File: src/rtl/core/rbb_pkg.sv
// Shared types, constants and helper functions of the rectangle blit engine.
package rbb_pkg;

    localparam int MAX_SIDE    = 4096;
    localparam int CNT_W       = 12;
    localparam int SIDE_W      = 13;
    localparam int POS_W       = 13;
    localparam int OFFSET_W    = 30;
    localparam int PIXEL_W     = 32;
    localparam int BCNT_W      = 3;
    localparam int BETA_W      = 15;
    localparam int PITCH_W     = 16;
    localparam int ADDR_W      = 5;
    localparam int DATA_W      = 32;
    localparam int QUEUE_DEPTH = 2;
    localparam int QPTR_W      = 1;
    localparam int QCNT_W      = 2;

    localparam logic [BETA_W-1:0] BETA_MAX = 15'h7f80;
    localparam logic [7:0]        ALPHA_ON = 8'hff;

    localparam logic [2:0] FMT_Y8       = 3'd0;
    localparam logic [2:0] FMT_R5G6B5   = 3'd1;
    localparam logic [2:0] FMT_A8R8G8B8 = 3'd2;
    localparam logic [2:0] FMT_X8       = 3'd3;
    localparam logic [2:0] FMT_X8_Z8    = 3'd4;

    localparam logic MODE_COPY  = 1'b0;
    localparam logic MODE_BLEND = 1'b1;

    localparam logic [2:0] REG_FORMAT = 3'd0;
    localparam logic [2:0] REG_MODE   = 3'd1;
    localparam logic [2:0] REG_BETA   = 3'd2;
    localparam logic [2:0] REG_PITCH  = 3'd3;
    localparam logic [2:0] REG_ORG_X  = 3'd4;
    localparam logic [2:0] REG_ORG_Y  = 3'd5;
    localparam logic [2:0] REG_WIDTH  = 3'd6;
    localparam logic [2:0] REG_HEIGHT = 3'd7;

    typedef struct packed {
        logic [2:0]         pix_fmt;
        logic               blit_mode;
        logic [BETA_W-1:0]  beta_factor;
        logic [PITCH_W-1:0] row_pitch;
        logic [CNT_W-1:0]   origin_x;
        logic [CNT_W-1:0]   origin_y;
        logic [SIDE_W-1:0]  rect_width;
        logic [SIDE_W-1:0]  rect_height;
    } cfg_t;

    typedef struct packed {
        logic [PIXEL_W-1:0] src;
        logic [PIXEL_W-1:0] dst;
        logic [POS_W-1:0]   row_abs;
        logic [POS_W-1:0]   col_abs;
        logic               last;
    } entry_t;

    function automatic logic [SIDE_W-1:0] side_len(input logic [SIDE_W-1:0] v);
        logic [SIDE_W-1:0] r;
        begin
            if (v == '0)
                r = SIDE_W'(1);
            else if (v > SIDE_W'(MAX_SIDE))
                r = SIDE_W'(MAX_SIDE);
            else
                r = v;
            return r;
        end
    endfunction

    function automatic logic [BCNT_W-1:0] pixel_bytes(input logic [2:0] fmt,
                                                      input logic mode);
        logic [BCNT_W-1:0] r;
        begin
            if (mode == MODE_BLEND)
                r = BCNT_W'(4);
            else if (fmt == FMT_Y8)
                r = BCNT_W'(1);
            else if (fmt == FMT_R5G6B5)
                r = BCNT_W'(2);
            else
                r = BCNT_W'(4);
            return r;
        end
    endfunction

endpackage

File: src/rtl/core/rect_blit_copy_or_beta_blend.sv
// Top level of the rectangle blit pixel engine with copy or beta blend.
// An accepted request passes through the request queue, the product stage registers and the output register.
// Throughput: one pixel per cycle while the output is not stalled, set by the one-request-per-cycle back pipeline.
// A two-entry queue absorbs up to two requests while the output is stalled.
// Reset clears the position counters and the pipeline; registers take their defaults.
module rect_blit_copy_or_beta_blend
    import rbb_pkg::*;
(
    input  logic              clk,
    input  logic              rst_n,
    input  logic              psel,
    input  logic              penable,
    input  logic              pwrite,
    input  logic [ADDR_W-1:0] paddr,
    input  logic [DATA_W-1:0] pwdata,
    output logic [DATA_W-1:0] prdata,
    output logic              pready,
    input  logic              s_axis_tvalid,
    output logic              s_axis_tready,
    input  logic [63:0]       s_axis_tdata,   // src_pixel[31:0], dst_pixel[63:32]
    output logic              m_axis_tvalid,
    input  logic              m_axis_tready,
    output logic [71:0]       m_axis_tdata,   // wr_offset, pixel_out, byte_count, zero pad
    output logic              m_axis_tlast
);

    cfg_t                cfg;
    logic                push;
    entry_t              push_entry;
    logic                q_full;
    logic                q_not_empty;
    entry_t              q_head;
    logic                pop;
    logic [OFFSET_W-1:0] wr_offset;
    logic [PIXEL_W-1:0]  pixel_out;
    logic [BCNT_W-1:0]   byte_count;

    rbb_cfg u_cfg (
        .clk     (clk),
        .rst_n   (rst_n),
        .psel    (psel),
        .penable (penable),
        .pwrite  (pwrite),
        .paddr   (paddr),
        .pwdata  (pwdata),
        .prdata  (prdata),
        .pready  (pready),
        .cfg     (cfg)
    );

    rbb_front u_front (
        .clk        (clk),
        .rst_n      (rst_n),
        .cfg        (cfg),
        .in_valid   (s_axis_tvalid),
        .q_full     (q_full),
        .src_pixel  (s_axis_tdata[31:0]),
        .dst_pixel  (s_axis_tdata[63:32]),
        .in_ready   (s_axis_tready),
        .push       (push),
        .push_entry (push_entry)
    );

    rbb_queue u_queue (
        .clk        (clk),
        .rst_n      (rst_n),
        .push       (push),
        .push_entry (push_entry),
        .pop        (pop),
        .full       (q_full),
        .not_empty  (q_not_empty),
        .head       (q_head)
    );

    rbb_back u_back (
        .clk         (clk),
        .rst_n       (rst_n),
        .cfg         (cfg),
        .q_not_empty (q_not_empty),
        .q_head      (q_head),
        .pop         (pop),
        .out_valid   (m_axis_tvalid),
        .out_ready   (m_axis_tready),
        .wr_offset   (wr_offset),
        .pixel_out   (pixel_out),
        .byte_count  (byte_count),
        .last_pixel  (m_axis_tlast)
    );

    assign m_axis_tdata = {7'd0, byte_count, pixel_out, wr_offset};

endmodule

File: src/rtl/core/rbb_cfg.sv
// Configuration register file with an APB-style write and read port.
module rbb_cfg
    import rbb_pkg::*;
(
    input  logic              clk,
    input  logic              rst_n,
    input  logic              psel,
    input  logic              penable,
    input  logic              pwrite,
    input  logic [ADDR_W-1:0] paddr,
    input  logic [DATA_W-1:0] pwdata,
    output logic [DATA_W-1:0] prdata,
    output logic              pready,
    output cfg_t              cfg
);

    cfg_t       cfg_reg;
    logic       wr_en;
    logic [2:0] reg_idx;

    assign pready  = 1'b1;
    assign wr_en   = psel & penable & pwrite;
    assign reg_idx = paddr[ADDR_W-1:2];
    assign cfg     = cfg_reg;

    always_ff @(posedge clk or negedge rst_n)
    begin
        if (!rst_n)
        begin
            cfg_reg.pix_fmt      <= FMT_A8R8G8B8;
            cfg_reg.blit_mode    <= MODE_COPY;
            cfg_reg.beta_factor  <= '0;
            cfg_reg.row_pitch    <= '0;
            cfg_reg.origin_x     <= '0;
            cfg_reg.origin_y     <= '0;
            cfg_reg.rect_width   <= SIDE_W'(1);
            cfg_reg.rect_height  <= SIDE_W'(1);
        end
        else if (wr_en)
        begin
            case (reg_idx)
                REG_FORMAT: cfg_reg.pix_fmt      <= pwdata[2:0];
                REG_MODE:   cfg_reg.blit_mode    <= pwdata[0];
                REG_BETA:   cfg_reg.beta_factor  <= pwdata[BETA_W-1:0];
                REG_PITCH:  cfg_reg.row_pitch    <= pwdata[PITCH_W-1:0];
                REG_ORG_X:  cfg_reg.origin_x     <= pwdata[CNT_W-1:0];
                REG_ORG_Y:  cfg_reg.origin_y     <= pwdata[CNT_W-1:0];
                REG_WIDTH:  cfg_reg.rect_width   <= pwdata[SIDE_W-1:0];
                REG_HEIGHT: cfg_reg.rect_height  <= pwdata[SIDE_W-1:0];
                default:    cfg_reg.pix_fmt      <= cfg_reg.pix_fmt;
            endcase
        end
    end

    always_comb
    begin
        case (reg_idx)
            REG_FORMAT: prdata = DATA_W'(cfg_reg.pix_fmt);
            REG_MODE:   prdata = DATA_W'(cfg_reg.blit_mode);
            REG_BETA:   prdata = DATA_W'(cfg_reg.beta_factor);
            REG_PITCH:  prdata = DATA_W'(cfg_reg.row_pitch);
            REG_ORG_X:  prdata = DATA_W'(cfg_reg.origin_x);
            REG_ORG_Y:  prdata = DATA_W'(cfg_reg.origin_y);
            REG_WIDTH:  prdata = DATA_W'(cfg_reg.rect_width);
            REG_HEIGHT: prdata = DATA_W'(cfg_reg.rect_height);
            default:    prdata = '0;
        endcase
    end

endmodule

File: src/rtl/core/rbb_front.sv
// Front end: accepts pixel requests and tags them with their rectangle position.
module rbb_front
    import rbb_pkg::*;
(
    input  logic   clk,
    input  logic   rst_n,
    input  cfg_t   cfg,
    input  logic   in_valid,
    input  logic   q_full,
    input  logic [PIXEL_W-1:0] src_pixel,
    input  logic [PIXEL_W-1:0] dst_pixel,
    output logic   in_ready,
    output logic   push,
    output entry_t push_entry
);

    logic [CNT_W-1:0]  col_reg, col_next;
    logic [CNT_W-1:0]  row_reg, row_next;
    logic [SIDE_W-1:0] w;
    logic [SIDE_W-1:0] h;
    logic [SIDE_W-1:0] col_inc;
    logic [SIDE_W-1:0] row_inc;
    logic              col_end;
    logic              row_end;

    assign in_ready = ~q_full;
    assign push     = in_valid & ~q_full;

    always_comb
    begin
        w       = side_len(cfg.rect_width);
        h       = side_len(cfg.rect_height);
        col_inc = {1'b0, col_reg} + SIDE_W'(1);
        row_inc = {1'b0, row_reg} + SIDE_W'(1);
        col_end = col_inc >= w;
        row_end = row_inc >= h;

        push_entry.src     = src_pixel;
        push_entry.dst     = dst_pixel;
        push_entry.row_abs = {1'b0, cfg.origin_y} + {1'b0, row_reg};
        push_entry.col_abs = {1'b0, cfg.origin_x} + {1'b0, col_reg};
        push_entry.last    = col_end & row_end;

        col_next = col_reg;
        row_next = row_reg;
        if (push)
        begin
            if (col_end)
            begin
                col_next = '0;
                row_next = row_end ? '0 : row_inc[CNT_W-1:0];
            end
            else
            begin
                col_next = col_inc[CNT_W-1:0];
            end
        end
    end

    always_ff @(posedge clk or negedge rst_n)
    begin
        if (!rst_n)
        begin
            col_reg <= '0;
            row_reg <= '0;
        end
        else
        begin
            col_reg <= col_next;
            row_reg <= row_next;
        end
    end

endmodule

File: src/rtl/core/rbb_queue.sv
// Two-entry request queue between the front and back ends.
module rbb_queue
    import rbb_pkg::*;
(
    input  logic   clk,
    input  logic   rst_n,
    input  logic   push,
    input  entry_t push_entry,
    input  logic   pop,
    output logic   full,
    output logic   not_empty,
    output entry_t head
);

    entry_t            mem_reg [QUEUE_DEPTH];
    logic [QPTR_W-1:0] wr_ptr_reg;
    logic [QPTR_W-1:0] rd_ptr_reg;
    logic [QCNT_W-1:0] count_reg;

    assign full      = count_reg == QCNT_W'(QUEUE_DEPTH);
    assign not_empty = count_reg != '0;
    assign head      = mem_reg[rd_ptr_reg];

    always_ff @(posedge clk)
    begin
        if (push)
            mem_reg[wr_ptr_reg] <= push_entry;
    end

    always_ff @(posedge clk or negedge rst_n)
    begin
        if (!rst_n)
        begin
            wr_ptr_reg <= '0;
            rd_ptr_reg <= '0;
            count_reg  <= '0;
        end
        else
        begin
            if (push)
                wr_ptr_reg <= wr_ptr_reg + QPTR_W'(1);
            if (pop)
                rd_ptr_reg <= rd_ptr_reg + QPTR_W'(1);
            if (push && !pop)
                count_reg <= count_reg + QCNT_W'(1);
            else if (pop && !push)
                count_reg <= count_reg - QCNT_W'(1);
        end
    end

endmodule

File: src/rtl/core/rbb_back.sv
// Back end: product stage and blend/offset stage feeding the output register.
module rbb_back
    import rbb_pkg::*;
(
    input  logic   clk,
    input  logic   rst_n,
    input  cfg_t   cfg,
    input  logic   q_not_empty,
    input  entry_t q_head,
    output logic   pop,
    output logic   out_valid,
    input  logic   out_ready,
    output logic [OFFSET_W-1:0] wr_offset,
    output logic [PIXEL_W-1:0]  pixel_out,
    output logic [BCNT_W-1:0]   byte_count,
    output logic                last_pixel
);

    logic                 adv;
    logic [BETA_W-1:0]    beta;
    logic [BETA_W-1:0]    inv;
    logic [BCNT_W-1:0]    stride;
    logic [PIXEL_W-1:0]   copy_pix;
    logic [POS_W+1:0]     col_off;

    logic                 v1_reg;
    logic [22:0]          ps_reg [3];
    logic [22:0]          pd_reg [3];
    logic [28:0]          row_prod_reg;
    logic [POS_W+1:0]     col_off_reg;
    logic [PIXEL_W-1:0]   copy_pix_reg;
    logic [7:0]           dst_alpha_reg;
    logic                 last1_reg;

    logic                 v2_reg;
    logic [OFFSET_W-1:0]  off_reg, off_next;
    logic [PIXEL_W-1:0]   pix_reg, pix_next;
    logic                 last2_reg;

    logic [23:0]          sum [3];
    logic [15:0]          quo [3];
    logic [16:0]          est [3];

    assign adv         = ~v2_reg | out_ready;
    assign pop         = adv & q_not_empty;
    assign out_valid   = v2_reg;
    assign wr_offset   = off_reg;
    assign pixel_out   = pix_reg;
    assign byte_count  = stride;
    assign last_pixel  = last2_reg;

    always_comb
    begin
        beta   = (cfg.beta_factor > BETA_MAX) ? BETA_MAX : cfg.beta_factor;
        inv    = BETA_MAX - beta;
        stride = pixel_bytes(cfg.pix_fmt, cfg.blit_mode);
        case (stride)
            BCNT_W'(1): copy_pix = {24'd0, q_head.src[7:0]};
            BCNT_W'(2): copy_pix = {16'd0, q_head.src[15:0]};
            default:    copy_pix = q_head.src;
        endcase
        case (stride)
            BCNT_W'(1): col_off = {2'd0, q_head.col_abs};
            BCNT_W'(2): col_off = {1'b0, q_head.col_abs, 1'b0};
            default:    col_off = {q_head.col_abs, 2'd0};
        endcase
    end

    always_ff @(posedge clk)
    begin
        if (adv)
        begin
            for (int c = 0; c < 3; c++)
            begin
                ps_reg[c] <= {15'd0, q_head.src[8*c +: 8]} * {8'd0, beta};
                pd_reg[c] <= {15'd0, q_head.dst[8*c +: 8]} * {8'd0, inv};
            end
            row_prod_reg  <= {16'd0, q_head.row_abs} * {13'd0, cfg.row_pitch};
            col_off_reg   <= col_off;
            copy_pix_reg  <= copy_pix;
            dst_alpha_reg <= q_head.dst[31:24];
            last1_reg     <= q_head.last;
        end
    end

    always_comb
    begin
        for (int c = 0; c < 3; c++)
        begin
            sum[c] = {1'b0, ps_reg[c]} + {1'b0, pd_reg[c]};
            quo[c] = sum[c][22:7];
            est[c] = {1'b0, quo[c]} + 17'(quo[c][15:8]) + 17'd1;
        end
        if (cfg.blit_mode == MODE_BLEND)
            pix_next = {dst_alpha_reg, est[2][15:8], est[1][15:8], est[0][15:8]};
        else
            pix_next = copy_pix_reg;
        if (cfg.pix_fmt == FMT_X8)
            pix_next[31:24] = ALPHA_ON;
        else if (cfg.pix_fmt == FMT_X8_Z8)
            pix_next[31:24] = '0;
        off_next = OFFSET_W'({1'b0, row_prod_reg} + 30'(col_off_reg));
    end

    always_ff @(posedge clk)
    begin
        if (adv)
        begin
            off_reg   <= off_next;
            pix_reg   <= pix_next;
            last2_reg <= last1_reg;
        end
    end

    always_ff @(posedge clk or negedge rst_n)
    begin
        if (!rst_n)
        begin
            v1_reg <= 1'b0;
            v2_reg <= 1'b0;
        end
        else if (adv)
        begin
            v1_reg <= q_not_empty;
            v2_reg <= v1_reg;
        end
    end

endmodule
File: config.mk
export PLATFORM = sky130hd
export DESIGN_NAME = rect_blit_copy_or_beta_blend
export DESIGN_NICKNAME = d
export VERILOG_FILES = /design/src/rtl/core/rbb_pkg.sv /design/src/rtl/core/rect_blit_copy_or_beta_blend.sv /design/src/rtl/core/rbb_cfg.sv /design/src/rtl/core/rbb_front.sv /design/src/rtl/core/rbb_queue.sv /design/src/rtl/core/rbb_back.sv
export SDC_FILE = /design/constraint.sdc
export NUM_CORES = 2
export LEC_CHECK = 0
export BUFFER_PORTS_ARGS = -buffer_cell sky130_fd_sc_hd__buf_4
export CORE_ASPECT_RATIO = 0.6
export CORE_MARGIN = 8
export CORE_UTILIZATION = 40
export CTS_CLUSTER_DIAMETER = 50
export CTS_CLUSTER_SIZE = 25
export DETAILED_ROUTE_END_ITERATION = 8
export PLACE_DENSITY = 0.54
export SYNTH_ARGS = -nofsm -noshare
export SYNTH_HDL_FRONTEND = slang
export SYNTH_SLANG_ARGS = --single-unit
File: constraint.sdc
create_clock -name clk -period 13.37 [get_ports clk]
set_clock_uncertainty 0.2 [all_clocks]
set_input_delay 0 -clock clk [delete_from_list [all_inputs] [get_ports clk]]
set_output_delay 0 -clock clk [all_outputs]
set_load 0.1 [all_outputs]
== After elaboration in Yosys (flattened, before gate mapping) ==
Memory sizes are Yosys's and may differ from the RTL's.
Index checks and enable logic that the tools add are counted.
Cells by class
  add/subtract/negate cells: 19
  $mul: 7
  div/mod/pow operators: 0
  order comparisons: 5
  eq/ne operators: 13
  shift operators: 0
  multiplexer cells: 21
  bitwise logic cells: 8
  reductions and logical operators: 19
Operators with widths (count)
  $pmux W32 S8: 1
  $mul A8 B15 Y23: 6
  $add A23 B23 Y23: 3
  $pmux W32 S2: 1
  $mux W13: 4
  $add A16 B1 Y16 const B: 3
  $add A16 B8 Y16: 3
  $mux W32: 1
  $add A29 B15 Y30: 1
  $pmux W15 S2: 1
  $mul A13 B16 Y29: 1
  $add A12 B1 Y13 const B: 2
  $add A12 B12 Y13: 2
  $ge A13 B13 Y1: 2
  $gt A13 B13 Y1 const B: 2
  $logic_not A13 Y1: 2
  $mux W12: 2
  $reduce_and A2 Y1: 9
  $eq A3 B3 Y1 const B: 5
  $gt A15 B15 Y1 const B: 1
  $mux W15: 1
  $sub A15 B15 Y15 const A: 1
  $eq A3 B2 Y1 const B: 4
  $eq A3 B1 Y1 const B: 3
  15 further kinds: 31
Word-level totals
  flip-flop bits (word level): 263
  latch bits: 0
  RAM bits: 320
  memory bits (read-only): 0
  input port bits: 108
  logic and storage cells: 119
  memories: 3
Memories
  u_queue.mem_reg: depth 2, width 91, rd ports 1, clocked after memory_dff 0, wr ports 1, RTL line rbb_queue.sv:15  | entry_t mem_reg [QUEUE_DEPTH];
  u_back.pd_reg: depth 3, width 23, rd ports 3, clocked after memory_dff 0, wr ports 3, RTL line rbb_back.sv:28  | logic [22:0] pd_reg [3];
  u_back.ps_reg: depth 3, width 23, rd ports 3, clocked after memory_dff 0, wr ports 3, RTL line rbb_back.sv:27  | logic [22:0] ps_reg [3];

== Logic depth before layout (Yosys ltp) ==
  word-level depth: 7
  mapped depth: 35
  depth with buffers taken out: 31

== Cells and area by module ==
Synthesis repeated with hierarchy kept, for this count alone.
Second synthesis, totals
  cells, all modules: 5370
  area, all modules: 57167.3 um2
By module, submodules not included
  rbb_back: instances 1, cells an instance 4340, area each 42134.2 um2, sequential area each 8638.3 um2
  rbb_queue: instances 1, cells an instance 299, area each 7155.6 um2, sequential area each 5565.3 um2
  rbb_cfg: instances 1, cells an instance 289, area each 4237.8 um2, sequential area each 2130.8 um2
  rbb_front: instances 1, cells an instance 434, area each 3583.4 um2, sequential area each 600.6 um2
  rect_blit_copy_or_beta_blend: instances 1, cells an instance 8, area each 56.3 um2, sequential area each 0.0 um2

== Least setup slack after synthesis ==
No wires, ideal clock.
  kind: register -> register
  from: reg u_back.v2_reg, in the netlist u_back.out_valid
  to: reg u_queue.count_reg[1]
  setup time: 79 ps
  arrival time: 10008 ps
  required time: 13091 ps
  path slack: 3083 ps
  stages on the path, launching flop included: 6
  path buffers: 0
  clock period less this slack: 10287 ps
  cells stage by stage: dfrtp_1 > nand2b_1 > o21ai_0 > ha_1 > nor2_1 > xor2_1
On the way
  cells in the longest elaborated chain, start to end: 6
  elaborated cells between the ends (all ways): 8
  those cells by class: mux: 1; bitwise: 3; reduce/logical: 4
Ends and longest elaborated chain
  start: declaration: RTL line rbb_back.sv:35  | logic v2_reg;
  start signal: assignment: RTL line rbb_back.sv:125  | v2_reg <= v1_reg;
  $not A1 Y1 *: RTL line rbb_back.sv:44  | assign adv = ~v2_reg | out_ready;
  $or A1 B1 Y1 *: RTL line rbb_back.sv:44
  named net u_back.adv: RTL line rbb_back.sv:19  | logic adv;
  $and A1 B1 Y1 *: RTL line rbb_back.sv:45  | assign pop = adv & q_not_empty;
  $logic_not A1 Y1: RTL line rbb_queue.sv:44  | if (push && !pop)
  $logic_and A1 B1 Y1: RTL line rbb_queue.sv:44
  $mux W2 / $reduce_bool A2 Y1 (equally long branches)
  end signal: assignment: RTL line rbb_queue.sv:45  | count_reg <= count_reg + QCNT_W'(1);
  end signal: assignment: RTL line rbb_queue.sv:47  | count_reg <= count_reg - QCNT_W'(1);
  end: declaration: RTL line rbb_queue.sv:18  | logic [QCNT_W-1:0] count_reg;
The timed path passes the listed nets; every way through them passes the cells marked *.
A chain may end at the register's enable or synchronous reset.

==> reports/summary.log <==
[critical_path] slowest cell on the critical path and2_1
[grt] M2 GR Usage 27.6%
[critical_path] worst-path fanout max 24
[yosys] fraction of synthesis flops using an asynchronous set or reset pin 19.7%
[timing] total negative slack for setup checks 0 ns
[critical_path] Worst R2R Path Depth 31
[die] Site Rows 105
[grt] via count of the first global-routing pass 39.5k
[timing] headroom to the max-slew limit 12.4%
[yosys] post-synthesis cell type with the largest combined area edfxtp_1
[timing] worst slack on hold paths 0.0670 ns
[clock_network] post-cts gate resize count 0
[grt] number of antenna violations at the first check in global routing 16
[clock_network] clock insertion delay at the later pin of the skew report 0.69 ns
[placement] HPWL Detailed 117 mm
[critical_path] endpoint of the worst-slack reg-to-reg timing path u_back.pd_reg[0][45]$_DFFE_PP_
[yosys] Post-synth top flop edfxtp_1
[yosys] cell count after synthesis 5310
[timing] slew at the pin with the worst max-slew slack 1.31 ns
[timing] max frequency 102 MHz
[die] I/O pin count 216
[min_path] hold path endpoint u_cfg.cfg[38]$_DFFE_PN0P_
[cells_and_area] utilization after layout 46.0%
[clock_network] number of clock buffers inserted by TritonCTS 75
[die] effective utilization at floorplan 40.3%
[yosys] leading post-synthesis cells by instance count inv_1, fa_1, nor2_1, nand2_1, ha_1
[timing] share of the clock period used by the worst path 73.1%
[yosys] sequential cell area fraction in the yosys report 30.8%
[cells_and_area] final design instance area without fill 0.0629 mm2
[die] core region area 0.137 mm2
[clock_network] CTS tree done
[min_path] Hold Crit Class primary input to flop
[critical_path] type of element capturing the critical path flop
[drt] initial drt markers 3069
[cells_and_area] Final #Nets 6842
[status] run status finished, final reports clean
[clock_network] clock tree buffer depth 3
[grt] total global-route track usage 20.5%
[cells_and_area] number of inserted filler cells in the final layout 12.9k
[placement] PortBufs 173
[placement] routability-driven placement congestion ratio 0.867
[yosys] number of enable-type register cells in the synthesized netlist 468
[drt] total number of vias 38.8k
[critical_path] Critical path buffers and inverters 5
[yosys] Synth top area share 25.5%
[clock_network] cts-stage hold buffer count 178
[clock_network] clock slew seen by the registers of the worst setup and hold paths 0.07 ns
[grt] global routing met1 resource utilization 32.0%
[yosys] yosys synthesis warning count 0
[placement] total placed instance area 0.0585 mm2
[critical_path] reg-to-reg critical path startpoint u_cfg.cfg[66]$_DFFE_PN0P_
[drt] count of nets left with antenna violations after detail routing 0
[critical_path] type of the worst setup path flop to flop
[clock_network] CTS sink count 583
[critical_path] category of cells accounting for the largest share of critical-path delay simple AND/OR/NAND/NOR gates
[timing] final hold violation count 0
[yosys] post-synth cell types 90
[critical_path] slowest cell delay on critical path 0.61 ns
[min_path] WHS Path Cells 3
[critical_path] Register-to-Register Setup Slack 3.59 ns
[run] maxcap violations 0
[yosys] Mean Syn Cell Area 10.4 um2
[yosys] synthesized flop and latch total 583
[die] area of the die 0.150 mm2
[grt] busiest layer in global routing met1
[grt] wire length of the first global-routing pass 237 mm
[die] die boundary width 495 um
[clock_network] CTS Root Buffer Type clkbuf_16
[grt] global-route track usage on met3 5.85%
[cells_and_area] Largest register FFs 182
[min_path] critical hold path startpoint pwdata[0]
[critical_path] nature of the critical path startpoint flop
[yosys] most frequent cell after synthesis inv_1
[drt] DRT Pass-1 Iters 5
[critical_path] data arrival time of the critical path 9.98 ns
[cells_and_area] Area Growth Syn to Fin 14.1%
[timing] minimum clock period 9.78 ns
[die] floorplan die height 303 um
[drt] average detailed-routed wire length per instance 20.3 um
[critical_path] Worst EP required 13.57 ns
[timing] unrepaired setup endpoints after global routing no
[timing] final-report max-slew violation count 0
[drt] via density per instance 5.16
[timing] setup violators final 0
[grt] largest net degree at the start of global routing 129
[yosys] area of the mapped netlist 0.0551 mm2
[yosys] leading cell types by total area after synthesis edfxtp_1, fa_1, ha_1
[cells_and_area] share of final-layout standard cells stronger than drive strength 1 10.9%
[clock_network] number of H-tree levels 3
[clock_network] post-CTS setup buffer count 0
[drt] Total Routed Length 153 mm
[grt] final global-route overflow total 0
[drt] number of remaining DRC errors 0
[how the worst max path moves through the flow]
stage / startpoint / to / cells past startpoint
detailed placement: u_cfg.cfg[66]$_DFFE_PN0P_ / u_back.pd_reg[0][45]$_DFFE_PP_ / 31
finish: u_cfg.cfg[66]$_DFFE_PN0P_ / u_back.pd_reg[0][45]$_DFFE_PP_ / 31
global route: u_cfg.cfg[66]$_DFFE_PN0P_ / u_back.pd_reg[0][45]$_DFFE_PP_ / 31
CTS: u_cfg.cfg[66]$_DFFE_PN0P_ / u_back.pd_reg[0][45]$_DFFE_PP_ / 31
global placement: u_cfg.cfg[66]$_DFFE_PN0P_ / u_back.pd_reg[0][45]$_DFFE_PP_ / 31
floorplan: u_back.out_valid$_DFFE_PN0P_ / u_queue.count_reg[1]$_DFFE_PN0P_ / 5
[final cells by class]
cell class	count	area, um2	share of cell area, %
sequential	583	16900	27.0
multi-input combinational	3833	34800	55.4
clock inverter	50	534	0.850
antenna	6	15.0	0.0239
inverter	707	2650	4.22
tap	1819	2280	3.62
clock buffer	87	1980	3.16
timing repair buffer	424	3640	5.79
[worst min-delay path: stages]
cell	delay (ns)
dlygate4sd3_1	0.53
buf_4	0.21
mux2_2	0.17
[layout by cell type (no fill, tap or decap), types with 15 or more instances in the layout]
cell type / netlist / routed
and3_1: 41 / 40
mux2i_1: 87 / 79
nand2b_1: 87 / 86
a31oi_1: 15 / 15
conb_1: 2 / 24
a21boi_0: 22 / 22
o21a_1: 28 / 28
nand2_1: 514 / 514
nor3_1: 43 / 42
and2_1: 92 / 92
nand3_1: 62 / 62
mux2_2: 144 / 144
o21ai_1: 25 / 25
o21bai_1: 17 / 17
buf_4: 24 / 245
o21ai_0: 123 / 123
inv_1: 699 / 699
xnor2_1: 189 / 183
a21oi_1: 154 / 153
nor2b_1: 107 / 107
clkbuf_16: 0 / 76
nand4_1: 23 / 23
xor2_1: 68 / 68
a21o_1: 73 / 73
edfxtp_1: 468 / 468
dlygate4sd3_1: 0 / 178
dfrtp_1: 112 / 110
fa_1: 625 / 625
nor2_1: 583 / 581
or2_2: 50 / 50
ha_1: 485 / 485
[layer usage]
metal | vias up | wire (um)
met4 | 2 | 3120
met2 | 1240 | 58100
met5 | - | 13
met1 | 19300 | 77700
met3 | 164 | 13800
li1 | 18000 | -
[kinds of logic after synthesis]
group / Yosys count / share of synthesized area (%)
AO/OA/AOI/OAI: 568 / 6.70
AND/OR/NAND/NOR: 1636 / 13.5
adder cells (fa/ha/maj): 1110 / 33.7
flip-flops: 583 / 30.8
XOR/XNOR: 257 / 4.09
other: 2 / 0.0136
multiplexers: 238 / 4.81
buffers and inverters: 916 / 6.42
[stage by stage]
step / worst slack (ns) / std cells
detailed placement: 3.70 / 7188
global placement: 3.77 / 7188
floorplan: 3.08 / 5332
global route: 3.07 / 7505
CTS: 3.61 / 7503
finish: 3.59 / 7509
Power is left out: the tool's default activity adds up to more than one toggle a clock period on the data nets, which glitch-free logic cannot reach.
